### config.mk
export PLATFORM = sky130hd
export DESIGN_NAME = two_length_frame_deframer_core
export DESIGN_NICKNAME = d
export VERILOG_FILES = /design/src/tfd_pkg.sv /design/src/tfd_parser.sv /design/src/two_length_frame_deframer_core.sv
export SDC_FILE = /design/constraint.sdc
export NUM_CORES = 1
export LEC_CHECK = 0
export CAP_MARGIN = 20
export CELL_PAD_IN_SITES_DETAIL_PLACEMENT = 1
export CELL_PAD_IN_SITES_GLOBAL_PLACEMENT = 2
export CORE_UTILIZATION = 30
export CTS_CLUSTER_DIAMETER = 60
export DETAILED_ROUTE_END_ITERATION = 10
export DONT_BUFFER_PORTS = 1
export GPL_TIMING_DRIVEN = 1
export PLACE_DENSITY = 0.7
export SLEW_MARGIN = 0
export SYNTH_ARGS = -nofsm -noshare
export SYNTH_HDL_FRONTEND = slang
export SYNTH_HIERARCHICAL = 1
export SYNTH_SLANG_ARGS = --single-unit
### constraint.sdc
create_clock -name clk -period 6.9 [get_ports clk]
set_input_delay 2.07 -clock clk [delete_from_list [all_inputs] [get_ports clk]]
set_output_delay 2.07 -clock clk [all_outputs]
set_load 0.1 [all_outputs]
### src/tfd_pkg.sv
// ---------------------------------------------------------------------------
// tfd_pkg
// Types and constants shared by the two-length frame deframer modules.
// ---------------------------------------------------------------------------
package tfd_pkg;

  localparam int LENGTH_BITS_DEF = 32;
  localparam int BYTE_W          = 8;
  localparam int HEADER_BYTES    = 8;
  localparam int LEN_FIELD_BYTES = 4;

  localparam logic [2:0] HDR_CNT_LAST = 3'(HEADER_BYTES - 1);

  typedef enum logic [1:0] {
    PH_HEADER = 2'd0,
    PH_META   = 2'd1,
    PH_BODY   = 2'd2,
    PH_SKIP   = 2'd3
  } phase_t;

  localparam logic [1:0] PART_META  = 2'd0;
  localparam logic [1:0] PART_BODY  = 2'd1;
  localparam logic [1:0] PART_EMPTY = 2'd2;
  localparam logic [1:0] PART_BAD   = 2'd3;

  typedef struct packed {
    logic              valid;
    logic [BYTE_W-1:0] data;
    logic [1:0]        part;
    logic              last;
  } result_t;

endpackage

### src/tfd_parser.sv
// ---------------------------------------------------------------------------
// tfd_parser
// Frame state machine: collects the header, counts the payload and builds
// the result for each accepted byte.
// ---------------------------------------------------------------------------
module tfd_parser #(
  parameter int LENGTH_BITS = tfd_pkg::LENGTH_BITS_DEF
) (
  input  logic                      clk,
  input  logic                      rst,
  input  logic                      in_valid,
  input  logic [tfd_pkg::BYTE_W-1:0] in_byte,
  output tfd_pkg::result_t          res
);
  import tfd_pkg::*;

  localparam logic [LENGTH_BITS-1:0] LEN_ZERO = '0;
  localparam logic [LENGTH_BITS-1:0] LEN_ONE  = LENGTH_BITS'(1);
  localparam logic [LENGTH_BITS-1:0] LEN_HDR  = LENGTH_BITS'(LEN_FIELD_BYTES);

  phase_t                 phase, phase_next;
  logic [2:0]             header_count, header_count_next;
  logic [LENGTH_BITS-1:0] total_length, total_length_next;
  logic [LENGTH_BITS-1:0] meta_length, meta_length_next;
  logic [LENGTH_BITS-1:0] bytes_left, bytes_left_next;

  logic [LENGTH_BITS+BYTE_W-1:0] total_wide, meta_wide;
  logic [LENGTH_BITS-1:0]        total_shift, meta_shift, body_len;
  logic                          hdr_done, total_short, meta_bad;

  // Only the low LENGTH_BITS of each length field are kept.
  assign total_wide  = {total_length, in_byte};
  assign meta_wide   = {meta_length, in_byte};
  assign total_shift = total_wide[LENGTH_BITS-1:0];
  assign meta_shift  = meta_wide[LENGTH_BITS-1:0];
  assign hdr_done    = (header_count == HDR_CNT_LAST);
  assign total_short = (total_length < LEN_HDR);
  assign body_len    = total_length - LEN_HDR;
  assign meta_bad    = (meta_shift > body_len);

  always_comb begin
    phase_next        = phase;
    header_count_next = header_count;
    total_length_next = total_length;
    meta_length_next  = meta_length;
    bytes_left_next   = bytes_left;
    if (in_valid) begin
      case (phase)
        PH_HEADER: begin
          header_count_next = header_count + 3'd1;
          if (!header_count[2]) begin
            total_length_next = total_shift;
          end else begin
            meta_length_next = meta_shift;
          end
          if (hdr_done && !total_short) begin
            bytes_left_next = body_len;
            if (meta_bad) begin
              phase_next = (body_len != LEN_ZERO) ? PH_SKIP : PH_HEADER;
            end else if (body_len == LEN_ZERO) begin
              phase_next = PH_HEADER;
            end else begin
              phase_next = (meta_shift != LEN_ZERO) ? PH_META : PH_BODY;
            end
          end
        end
        PH_META: begin
          // An exhausted count here means the state is inconsistent; resync.
          if (bytes_left == LEN_ZERO || meta_length == LEN_ZERO) begin
            phase_next        = PH_HEADER;
            header_count_next = '0;
          end else begin
            meta_length_next = meta_length - LEN_ONE;
            bytes_left_next  = bytes_left - LEN_ONE;
            if (bytes_left == LEN_ONE) begin
              phase_next = PH_HEADER;
            end else if (meta_length == LEN_ONE) begin
              phase_next = PH_BODY;
            end
          end
        end
        PH_BODY: begin
          if (bytes_left == LEN_ZERO) begin
            phase_next        = PH_HEADER;
            header_count_next = '0;
          end else begin
            bytes_left_next = bytes_left - LEN_ONE;
            if (bytes_left == LEN_ONE) begin
              phase_next = PH_HEADER;
            end
          end
        end
        PH_SKIP: begin
          if (bytes_left != LEN_ZERO) begin
            bytes_left_next = bytes_left - LEN_ONE;
          end
          if (bytes_left <= LEN_ONE) begin
            phase_next = PH_HEADER;
          end
        end
        default: begin
          phase_next = PH_HEADER;
        end
      endcase
    end
  end

  always_comb begin
    res       = '0;
    res.valid = 1'b0;
    case (phase)
      PH_HEADER: begin
        if (hdr_done) begin
          res.valid = in_valid;
          res.last  = 1'b1;
          if (total_short || meta_bad) begin
            res.part = PART_BAD;
          end else if (body_len == LEN_ZERO) begin
            res.part = PART_EMPTY;
          end else begin
            res.valid = 1'b0;
          end
        end
      end
      PH_META: begin
        res.valid = in_valid && bytes_left != LEN_ZERO && meta_length != LEN_ZERO;
        res.data  = in_byte;
        res.part  = PART_META;
        res.last  = (bytes_left == LEN_ONE);
      end
      PH_BODY: begin
        res.valid = in_valid && bytes_left != LEN_ZERO;
        res.data  = in_byte;
        res.part  = PART_BODY;
        res.last  = (bytes_left == LEN_ONE);
      end
      default: begin
        res.valid = 1'b0;
      end
    endcase
  end

  always_ff @(posedge clk) begin
    if (rst) begin
      phase        <= PH_HEADER;
      header_count <= '0;
      total_length <= '0;
      meta_length  <= '0;
      bytes_left   <= '0;
    end else begin
      phase        <= phase_next;
      header_count <= header_count_next;
      total_length <= total_length_next;
      meta_length  <= meta_length_next;
      bytes_left   <= bytes_left_next;
    end
  end

endmodule

### src/two_length_frame_deframer_core.sv
// ---------------------------------------------------------------------------
// two_length_frame_deframer_core
// Splits a byte stream into header-part and body bytes of length-prefixed
// frames.
// ---------------------------------------------------------------------------
// One byte is taken per clock cycle while input ready is high: the frame
// counters update as each byte is accepted, and each result is registered
// in the result register, or in the skid register while the output stalls.
// This two-entry output stage keeps the input ready while one result waits
// on the output, so input ready drops only after a stall has lasted long
// enough to fill both entries. Frames start with an 8-byte header (big-endian
// total length, then big-endian header-part length); header bytes give no
// result except the single empty-frame or bad-frame result on the eighth byte.
module two_length_frame_deframer_core #(
  parameter int LENGTH_BITS = tfd_pkg::LENGTH_BITS_DEF
) (
  input  logic                       clk,
  input  logic                       rst,
  input  logic                       s_tvalid,
  output logic                       s_tready,
  input  logic [tfd_pkg::BYTE_W-1:0] s_tdata,   // [7:0] in_byte
  output logic                       m_tvalid,
  input  logic                       m_tready,
  output logic [tfd_pkg::BYTE_W-1:0] m_tdata,   // [7:0] out_byte
  output logic [1:0]                 m_tuser,   // [1:0] part
  output logic                       m_tlast
);
  import tfd_pkg::*;

  result_t res;
  result_t out_q, skid_q;
  logic    in_fire, out_fire;

  assign s_tready = !skid_q.valid;
  assign in_fire  = s_tvalid && s_tready;
  assign out_fire = out_q.valid && m_tready;

  tfd_parser #(
    .LENGTH_BITS(LENGTH_BITS)
  ) u_parser (
    .clk     (clk),
    .rst     (rst),
    .in_valid(in_fire),
    .in_byte (s_tdata),
    .res     (res)
  );

  // While the skid entry is full no byte is accepted, so only a drain occurs.
  always_ff @(posedge clk) begin
    if (rst) begin
      out_q  <= '0;
      skid_q <= '0;
    end else if (skid_q.valid) begin
      if (out_fire) begin
        out_q        <= skid_q;
        skid_q.valid <= 1'b0;
      end
    end else if (!out_q.valid || out_fire) begin
      out_q <= res;
    end else if (res.valid) begin
      skid_q <= res;
    end
  end

  assign m_tvalid = out_q.valid;
  assign m_tdata  = out_q.data;
  assign m_tuser  = out_q.part;
  assign m_tlast  = out_q.last;

endmodule

==> reports/metrics.cfg, run 1 <==
[cts]
clock_latency_ps=430
cts.sinks=125
cts_hold_buffers=0
cts_setup_buffers=0
cts-resized-gates=0
cts.clk_slew.worst_paths_ps=70
htreeDepth=4
clk_path_buf_depth=2
clock-root-buffer=clkbuf_16
cts_tree=built
cts_buffers=17

[floorplanning]
die_y_um=169
ios=25
core_sq_mm=0.0272
die_x_um=169
die_area_sq_mm=0.0286
start_util_pct=30.8
rows=60

[grt]
grt_max_degree=120
grtUsageTotal_pct=22.5
met2_usage_pct=35.8
met3_usage_pct=4.19
grt_pass1_vias=8096
grt_antenna_before_repair=1
grt_use_met1_pct=31.1
grt_pass1_wl_mm=49.1
globalRoute.totalOverflow=0
gr-max-usage-layer=met2

[setup_path]
worst_setup_path_end_kind=register
cp_common_cell=nand2_1
reg2reg_to=skid_q[8]$_SDFFE_PP0P_
cp_max_fo=11
start_kind=register
worstRegToRegCells=17
reg2reg_from=u_parser/total_length[2]$_SDFFE_PP0P_
reg2reg_slack_ps=1760
slowest_stage=nor4b_1
critPathArrivalTime_ps=5460
cp_top_family=simple AND/OR/NAND/NOR gates
slowest_delay_ps=810
crit_path_cell_trace=inv_1 -> ha_1 -> nor4b_1 -> nand2_1 -> or4_1 -> and2_1 -> ha_1 -> and4_1 -> nand2_1 -> nor3_1 -> o41ai_1 -> a21oi_1 -> o21bai_1 -> a31oi_1 -> nand4bb_1 -> nand2_1 -> a21oi_1
worst_ep_required_time_ps=7220
crit_type=register to register
critical_path_buf_inv_count=1

[yosys]
synth_top_area_share_pct=29.9
ys_seq_area_share_pct=29.9
async_reset_ff_share_pct=0
synthTopCellsByArea=dfxtp_1 (30%), a21oi_1 (8.9%), nand2_1 (7.6%)
netlist_area_sq_mm=0.00838
synth-main-ff-cell=dfxtp_1
syn_nets=1188
synth_top_cell_by_area=dfxtp_1
synth_enable_flop_cells=0
ys_top_cells_by_count=nand2_1 (170), a21oi_1 (149), dfxtp_1 (125)
syn_inst=1131
yosysMostFrequentCell=nand2_1
yosys_warnings=6
syn_area_per_cell_sq_um=7.41
ys_types=78
ys_ff_latch=125

[power_and_ir_drop]
vdd_drop_max_v=0.000129
p_leak_nw=3.33
power.density_mw_per_mm2=290

[timing]
relSlewSlack_pct=24.3
finalCritPeriodShare_pct=74.5
period_needed_ps=5140
finalSetupViolations=0
skew_ps=9.26
setup_tns_ps=0
worst_slew_pin_slew_ps=1130
clock.fmax_ghz=0.195
rsz0062_at_grt=no
finalHoldViolCount=0
slew_viol_final=0

[place]
gp_routability_congestion=0.845
hpwl_mm=21.7
port_buffers=0
place_inst=1438

[status]
status=finished clean

[drt]
viasPerCell=5.62
drt-initial-drc-count=538
vias=8262
wl_mm=31.1
wl_per_cell_um=21.1
ant_nets=0
drc_errors=0
dr.pass1.iters=4

[min_path]
hold_depth=2
holdCritStartpoint=skid_q[9]$_SDFFE_PP0P_
worstHoldPathType=register to register
hold_end=skid_q[9]$_SDFFE_PP0P_

[run]
maxCapViolCount=0

[layout]
diodes=0
fin_cells=1471
nets=1143
drive_gt1_share_pct=6.73
area_delta_synth_final_pct=10.1

[sequential cells by signal (all words and copies together) (netlist names)]
| name | count |
|---|---|
| u_parser/bytes_left | 32 |
| u_parser/meta_length | 32 |
| u_parser/total_length | 32 |
| skid_q | 12 |
| m_tdata | 8 |
| u_parser/header_count | 3 |
| m_tuser | 2 |
| u_parser/phase | 2 |
| m_tlast | 1 |
| m_tvalid | 1 |
[routing by layer]
layer	vias up	wire length, um	part of all wire (%)
met5	-	0	0
met4	0	489	1.6
met3	30	1200	3.9
met2	125	14200	46
met1	4082	15200	49
li1	4025	-	-
[metrics by stage]
step	setup slack, ps	area [sq um]	hold slack [ps]	util [%]	total power, mW
2_1_floorplan	2710	8380	436	-	1.44
3_3_place_gp	2040	8590	440	31.6	1.71
3_5_place_dp	1910	8590	440	31.6	1.71
4_1_cts	1860	9190	451	33.8	2.69
5_1_grt	1350	9220	471	33.9	2.82
6_report	1760	9220	450	33.9	2.67
[worst reg2reg max path, cell delays in order (launching register included)]
cell and delay, ps:
dfxtp_1 410, inv_1 100, ha_1 290, nor4b_1 810, nand2_1 140, or4_1 460, and2_1 200, ha_1 310
and4_1 230, nand2_1 50, nor3_1 230, o41ai_1 140, a21oi_1 350, o21bai_1 200, a31oi_1 300, nand4bb_1 490
nand2_1 230, a21oi_1 90
[cells in the final DEF (no fill, tap or decap), drive strengths merged, types with 4 or more instances in the layout]
master | netlist | final
nor3b | 6 | 6
o22ai | 6 | 6
xnor2 | 12 | 12
nand4 | 20 | 20
nand3b | 7 | 7
nor2 | 79 | 79
xor2 | 10 | 10
nor3 | 46 | 46
a221oi | 5 | 5
o21ai | 88 | 88
and4b | 4 | 4
buf | 25 | 14
nand2b | 5 | 5
mux2i | 17 | 17
ha | 45 | 45
and3 | 6 | 6
nand2 | 170 | 170
inv | 33 | 41
a21o | 7 | 7
o41ai | 4 | 4
nand3 | 24 | 24
a21oi | 149 | 149
nor4 | 23 | 23
nor2b | 9 | 9
and4 | 4 | 4
o32ai | 11 | 11
clkbuf | 53 | 17
dfxtp | 125 | 125
o21a | 6 | 6
a211oi | 23 | 23
clkinv | 2 | 4
a31oi | 9 | 9
or4 | 12 | 12
o211ai | 4 | 4
and2 | 16 | 16
or3 | 18 | 18
a32o | 6 | 6
[final cells by class]
class | instances | area (sq um)
clock buffers | 17 | 425
well taps | 372 | 465
flip-flops and latches | 125 | 2500
multi-input cells | 893 | 5390
inverters | 35 | 131
fillers | 3366 | 18000
repair buffers | 14 | 125
clock inverters | 15 | 178
[report_power, final]
group	internal [mW]	total, mW	switching [mW]
sequential	0.751	0.822	0.0703
combinational	0.288	0.885	0.597
clock	0.547	0.963	0.417
[worst max path at each step]
stage,startpoint,end,cells after the start,slack [ps]
floorplan,s_tdata[6],skid_q[3]$_SDFFE_PP0P_,12,2710
global placement,u_parser/total_length[2]$_SDFFE_PP0P_,skid_q[9]$_SDFFE_PP0P_,17,2040
detailed placement,u_parser/total_length[2]$_SDFFE_PP0P_,skid_q[8]$_SDFFE_PP0P_,17,1910
CTS,u_parser/total_length[2]$_SDFFE_PP0P_,skid_q[8]$_SDFFE_PP0P_,17,1860
global route,u_parser/total_length[2]$_SDFFE_PP0P_,skid_q[7]$_SDFFE_PP0P_,17,1350
finish,u_parser/total_length[2]$_SDFFE_PP0P_,skid_q[8]$_SDFFE_PP0P_,17,1760
[kinds of logic (layout without fill, tap and decap cells)]
family                   after synthesis  count (layout)  share of synthesized area, %
flip-flops                           125             125                          29.9
buffers and inverters                113              81                          5.93
adder cells (fa/ha/maj)               45              45                          6.72
AND/OR/NAND/NOR                      464             464                          28.3
AO/OA/AOI/OAI                        344             344                          24.7
multiplexers                          18              18                          2.17
XOR/XNOR                              22              22                          2.30
Power figures use the tool's default switching activity.
==> run 2, diff against run 1 <==
- ABC_AREA: not set -> 1
- PLACE_DENSITY: 0.7 -> 0.77
- clock period: 6.9 -> 4.25 ns (I/O delays scaled with it)
==> run 2 against run 1 <==
Effect of this change: combinational power is 8.7% lower; cell area is 7.8% higher; first-iteration DRC count is 30% lower; clock skew is 2.9 ps higher; final cell count is 25% higher; sequential power is 53% higher; critical path depth is 7 higher; largest cell class unchanged; largest power group unchanged.
==> reports/metrics.cfg, run 2 <==
[grt]
grt_antenna_before_repair=0  ; -1
grt_max_degree=46  ; -62%
grtUsageTotal_pct=22.0  ; -0.43 points
globalRoute.totalOverflow=0  ; unchanged
grt_pass1_wl_mm=53.0  ; +8.0%
grt_pass1_vias=9455  ; +17%

[min_path]
worstHoldPathType=register to register
hold_end=u_parser/header_count[1]$_SDFFE_PP0P_
holdCritStartpoint=u_parser/header_count[1]$_SDFFE_PP0P_
hold_depth=2  ; unchanged

[timing]
finalHoldViolCount=0  ; unchanged
finalCritPeriodShare_pct=90.7  ; +16 points
relSlewSlack_pct=27.9  ; +3.5 points
clock.fmax_ghz=0.259  ; +33%
setup_tns_ps=0  ; unchanged
rsz0062_at_grt=no
skew_ps=12.1  ; +2.88 ps
finalSetupViolations=0  ; unchanged
period_needed_ps=3850  ; -1280 ps
worst_slew_pin_slew_ps=1080  ; -53.1 ps
fin_hold_ws_ps=465  ; +15.2 ps
slew_viol_final=0  ; unchanged

[cts]
cts-resized-gates=0  ; unchanged
cts_buffers=17  ; unchanged
cts.sinks=125  ; unchanged
cts_tree=built
clock-root-buffer=clkbuf_16
cts_setup_buffers=0  ; unchanged
clock_latency_ps=440  ; about the same
cts.clk_slew.worst_paths_ps=70  ; about the same
clk_path_buf_depth=2  ; unchanged
htreeDepth=4  ; unchanged
cts_hold_buffers=0  ; unchanged

[layout]
final_cell_mix=nand2_1 (341), nor2_1 (214), inv_1 (155), o21ai_0 (135), dfxtp_1 (125)
diodes=0  ; unchanged
layout_commonest_cell=nand2_1
largestRegisters=u_parser/bytes_left x32, u_parser/meta_length x32, u_parser/total_length x32
final_util_pct=33.4  ; -0.49 points
drive_gt1_share_pct=7.69  ; +0.96 points
area_delta_synth_final_pct=9.17
nets=1500  ; +31%

[floorplanning]
core_sq_mm=0.0297  ; +9.4%
die_y_um=176  ; +4.2%
die_x_um=176  ; +4.2%
start_util_pct=30.6  ; -0.20 points
rows=63  ; +5.0%
die_area_sq_mm=0.0310  ; +8.5%
ios=25  ; unchanged

[setup_path]
crit_type=register to register
reg2reg_to=skid_q[2]$_SDFFE_PP0P_
cp_max_fo=11  ; unchanged
start_kind=register
reg2reg_slack_ps=400  ; -1370 ps
reg2reg_from=u_parser/total_length[2]$_SDFFE_PP0P_
critPathArrivalTime_ps=4180  ; -1280 ps
crit_start=u_parser/total_length[2]$_SDFFE_PP0P_
worst_setup_path_end_kind=register
worstRegToRegCells=24  ; +7
worst_ep_required_time_ps=4570  ; -2650 ps

[yosys]
synth-main-ff-cell=dfxtp_1
synthTopCellsByArea=dfxtp_1 (27%), nand2_1 (14%), nor2_1 (8.8%)
syn_nets=1523  ; +28%
ys_types=45  ; -42%
yosysMostFrequentCell=nand2_1
netlist_area_sq_mm=0.00910  ; +8.6%
synth_top_cell_by_area=dfxtp_1
synth_enable_flop_cells=0  ; unchanged
ys_ff_latch=125  ; unchanged
syn_area_per_cell_sq_um=6.21  ; -16%
ys_seq_area_share_pct=27.5  ; -2.4 points
yosys_warnings=6  ; unchanged
ys_top_cells_by_count=nand2_1 (341), nor2_1 (214), inv_1 (155)
async_reset_ff_share_pct=0  ; unchanged
syn_inst=1466  ; +30%
synth_top_area_share_pct=27.5  ; -2.4 points

[place]
gp_routability_congestion=0.856  ; +1.4%
port_buffers=0  ; unchanged
hpwl_mm=25.1  ; +16%

[drt]
viasPerCell=5.04  ; -10%
wl_per_cell_um=17.7  ; -16%
dr.pass1.iters=5  ; +1
ant_nets=0  ; unchanged
wl_mm=32.8  ; +5.5%
drt-initial-drc-count=374  ; -30%
drc_errors=0  ; unchanged
vias=9296  ; +13%

[power_and_ir_drop]
p_sw_share_pct=35.7  ; -4.9 points
pwr-share-comb_pct=23.5  ; -9.6 points
vdd_drop_max_v=0.000251  ; +95%
seqPwrFrac_pct=36.5  ; +5.7 points
p_clk_share_pct=40.0  ; +3.9 points
power.density_mw_per_mm2=346  ; +20%
p_leak_nw=4.37  ; +31%
p_total_mw=3.44  ; +29%
switching_power_mw=1.23  ; +13%
internal_power_mw=2.21  ; +40%

[run]
maxCapViolCount=0  ; unchanged

[status]
status=finished clean

==> run 2: cell types whose count changed after synthesis, sizes merged, moves of 26 or more <==
| cell | change |
|---|---|
| o21ai | +57 |
| inv | +130 |
| nor2 | +173 |
| nor3 | -31 |
| a21oi | -26 |
| nand3 | +62 |
| nand2 | +183 |
==> run 2: cells by family (layout without fill, tap and decap cells) <==
logic type,after synthesis,in the layout,share of synthesized area (%)
adder cells (fa/ha/maj),45,45,6.19
AO/OA/AOI/OAI,299,299,17.3
XOR/XNOR,34,34,3.27
buffers and inverters,219,209,10.1
flip-flops,125,125,27.5
AND/OR/NAND/NOR,744,744,35.6
==> run 2: cell type report <==
class	instances	area, sq um
Clock buffer	17	425
Sequential cell	125	2500
Inverter	164	626
Timing Repair Buffer	13	97.6
Clock inverter	15	115
Tap cell	390	488
Multi-Input combinational cell	1122	5680
Fill cell	3852	19800
==> run 2: how the worst max path moves through the flow <==
stage | to | slack [ps]
5_1_grt | skid_q[3]$_SDFFE_PP0P_ | 60
4_1_cts | skid_q[2]$_SDFFE_PP0P_ | 400
3_5_place_dp | skid_q[3]$_SDFFE_PP0P_ | 410
2_1_floorplan | skid_q[8]$_SDFFE_PP0P_ | 1160
6_report | skid_q[2]$_SDFFE_PP0P_ | 400
3_3_place_gp | skid_q[8]$_SDFFE_PP0P_ | 580
==> run 2: layer usage <==
layer  track usage, %  vias to the layer above  wire, um
met1             29.3                     4417     15900
li1                 -                     4716         -
met5                0                        -         0
met3             3.29                       41       967
met2             36.0                      122     15100
met4             7.90                        0       815
==> run 2: per-stage QoR <==
stage                     std cells  cell area [sq um]  setup slack, ps
final                          1846               9940              396
after global routing           1846               9940             56.4
after CTS                      1846               9940              401
after detailed placement       1814               9400              415
after global placement         1814               9400              583
after floorplan                1466               9100             1160
==> run 2: power groups by stage <==
| stage | logic, mW | clock network [mW] | registers (mW) |
|---|---|---|---|
| final | 0.808 | 1.38 | 1.26 |
| after global routing | 0.913 | 1.46 | 1.26 |
| after CTS | 0.814 | 1.42 | 1.26 |
| after detailed placement | 0.810 | 0 | 1.28 |
| after global placement | 0.796 | 0 | 1.28 |
| after floorplan | 0.593 | 0 | 1.27 |
==> run 2: worst max-delay path, stage by stage (launching register included) <==
cell,delay [ps]
dfxtp_1,340
inv_1,150
ha_1,280
nand2_2,110
nor2_4,240
nand2_1,110
nor2_1,150
xor2_1,340
ha_1,180
nand2_1,70
nor2_1,140
nand4_1,150
nor2_1,210
nand2_1,80
nand2_1,80
a21oi_1,110
nand2_1,100
nand2_1,70
a21oi_1,230
inv_1,90
nor2_1,90
buf_4,200
nand3_1,90
nand2_1,100
nor2_1,50
==> run 3, diff against run 2 <==
- CORE_MARGIN: not set -> 8
- PLACE_DENSITY: 0.77 -> 0.74
==> run 3 against run 2 <==
Effect of this change: cell area increased by 0.79%; core utilization increased by 0.18 points; critical endpoint unchanged; fmax increased by 1.4%; sequential power about the same; critical path type unchanged; highest routed layer unchanged.
==> reports/metrics.cfg, run 3 (synthesis gave the netlist of run 2 again) <==
[status]
status=finished clean

[grt]
grt_antenna_before_repair=1  ; +1
grt_pass1_wl_mm=53.7  ; +1.4%
grt_max_degree=54  ; +17%
grtUsageTotal_pct=19.0  ; -3.0 points
globalRoute.totalOverflow=0  ; unchanged
grt_pass1_vias=9517  ; +0.66%

[timing]
relSlewSlack_pct=25.1  ; -2.8 points
worst_slew_pin_slew_ps=1120  ; +41.7 ps
skew_ps=10.9  ; -1.21 ps
finalCritPeriodShare_pct=89.4  ; -1.3 points
clock.fmax_ghz=0.263  ; +1.4%
period_needed_ps=3800  ; -53.2 ps
setup_tns_ps=0  ; unchanged
finalSetupViolations=0  ; unchanged
slew_viol_final=0  ; unchanged
rsz0062_at_grt=no
finalHoldViolCount=0  ; unchanged
fin_ws_ps=449  ; +53.2 ps

[power_and_ir_drop]
vdd_drop_max_v=0.000273  ; +8.4%
power.density_mw_per_mm2=360  ; +3.9%
p_total_mw=3.61  ; +4.8%
p_leak_nw=4.41  ; +0.87%

[cts]
cts-resized-gates=0  ; unchanged
cts.sinks=125  ; unchanged
cts_hold_buffers=0  ; unchanged
htreeDepth=4  ; unchanged
cts_tree=built
clock_latency_ps=440  ; about the same
cts.clk_slew.worst_paths_ps=60  ; about the same
clk_path_buf_depth=2  ; unchanged
cts_setup_buffers=0  ; unchanged
clock-root-buffer=clkbuf_16
cts_buffers=17  ; unchanged

[floorplanning]
die_area_sq_mm=0.0362  ; +17%
die_x_um=190  ; +7.9%
die_y_um=190  ; +7.9%
start_util_pct=30.5  ; -0.081 points
ios=25  ; unchanged
core_sq_mm=0.0298  ; +0.27%
rows=63  ; unchanged

[layout]
fin_cells=1843  ; -0.16%
area_delta_synth_final_pct=10.0
drive_gt1_share_pct=7.50  ; -0.19 points
largestRegisters=u_parser/bytes_left x32, u_parser/meta_length x32, u_parser/total_length x32
nets=1498  ; -0.13%
layout_commonest_cell=nand2_1
diodes=0  ; unchanged
final_cell_mix=nand2_1 (341), nor2_1 (214), inv_1 (154), o21ai_0 (135), dfxtp_1 (125)

[place]
hpwl_mm=25.3  ; +0.94%
dp_slack_ps=483  ; +68.0 ps
port_buffers=0  ; unchanged
place_inst=1811  ; -0.17%
gp_routability_congestion=0.871  ; +1.8%

[drt]
wl_mm=33.7  ; +2.8%
vias=9395  ; +1.1%
ant_nets=0  ; unchanged
drc_errors=0  ; unchanged
dr.pass1.iters=4  ; -1
drt-initial-drc-count=402  ; +7.5%
wl_per_cell_um=18.3  ; +3.0%
viasPerCell=5.10  ; +1.2%

[setup_path]
worst_ep_required_time_ps=4620  ; +50 ps
worstRegToRegCells=24  ; unchanged
start_kind=register
critPathArrivalTime_ps=4170  ; about the same
cp-endpoint=skid_q[2]$_SDFFE_PP0P_
crit_type=register to register
worst_setup_path_end_kind=register
reg2reg_from=u_parser/total_length[8]$_SDFFE_PP0P_
reg2reg_to=skid_q[2]$_SDFFE_PP0P_
crit_start=u_parser/total_length[8]$_SDFFE_PP0P_
cp_max_fo=11  ; unchanged
reg2reg_slack_ps=450  ; +50 ps

[min_path]
worstHoldPathType=register to register
holdCritStartpoint=u_parser/header_count[1]$_SDFFE_PP0P_

[run]
maxCapViolCount=0  ; unchanged

## run 3: worst min path at each step
stage / end / slack (ps) / cells past startpoint
5_1_grt: u_parser/header_count[1]$_SDFFE_PP0P_ / 490 / 2
2_1_floorplan: u_parser/header_count[1]$_SDFFE_PP0P_ / 450 / 2
4_1_cts: u_parser/header_count[1]$_SDFFE_PP0P_ / 470 / 2
3_3_place_gp: u_parser/header_count[1]$_SDFFE_PP0P_ / 450 / 2
6_report: u_parser/header_count[1]$_SDFFE_PP0P_ / 470 / 2
3_5_place_dp: u_parser/header_count[1]$_SDFFE_PP0P_ / 460 / 2
## run 3: area by class of cell
class                      instances  area (sq um)
clock inverter                     5          77.6
multi-input combinational       1122          5680
clock buffer                      26           529
timing repair buffer              11           108
sequential                       125          2500
inverter                         164           626
tap                              390           488
fill                            3929         19800
## run 3: where the power goes
group	total [mW]	switching (mW)	internal, mW
registers	1.26	0.0515	1.21
logic	0.806	0.547	0.259
clock network	1.54	0.576	0.968
total	3.61	1.17	2.43
## run 3: worst max-delay path, stage by stage, from the launching register on
cell     delay (ps)
dfxtp_1         370
nor2_1          200
nand2_1         160
nor2_1          250
nand2_1         160
nor2_1          130
nand2_1          60
nand2_1         180
inv_1            70
ha_1            300
nand2_1          80
nor2_1          150
nand4_1         120
nor2_1          190
nand4_1         140
a21oi_1         300
nand2_1         110
nand2_1          90
a21oi_1          90
inv_1            80
nor2_1           40
buf_4           220
nand3_1          90
nand2_1          50
nor2_1          110
## run 3: layer usage
metal	GRT usage, %	vias to the layer above	part of all wire (%)
li1	-	4721	-
met1	23.9	4505	46
met4	5.46	0	1.9
met2	32.6	134	49
met5	0	-	0
met3	3.63	35	3.9
## run 3: stage by stage
| stage | utilization, % | hold WS (ps) | area, sq um |
|---|---|---|---|
| after floorplan | - | 448 | 9100 |
| after global placement | 31.5 | 452 | 9390 |
| after detailed placement | 31.5 | 463 | 9390 |
| after CTS | 33.5 | 472 | 9990 |
| after global routing | 33.6 | 489 | 10000 |
| final | 33.6 | 468 | 10000 |
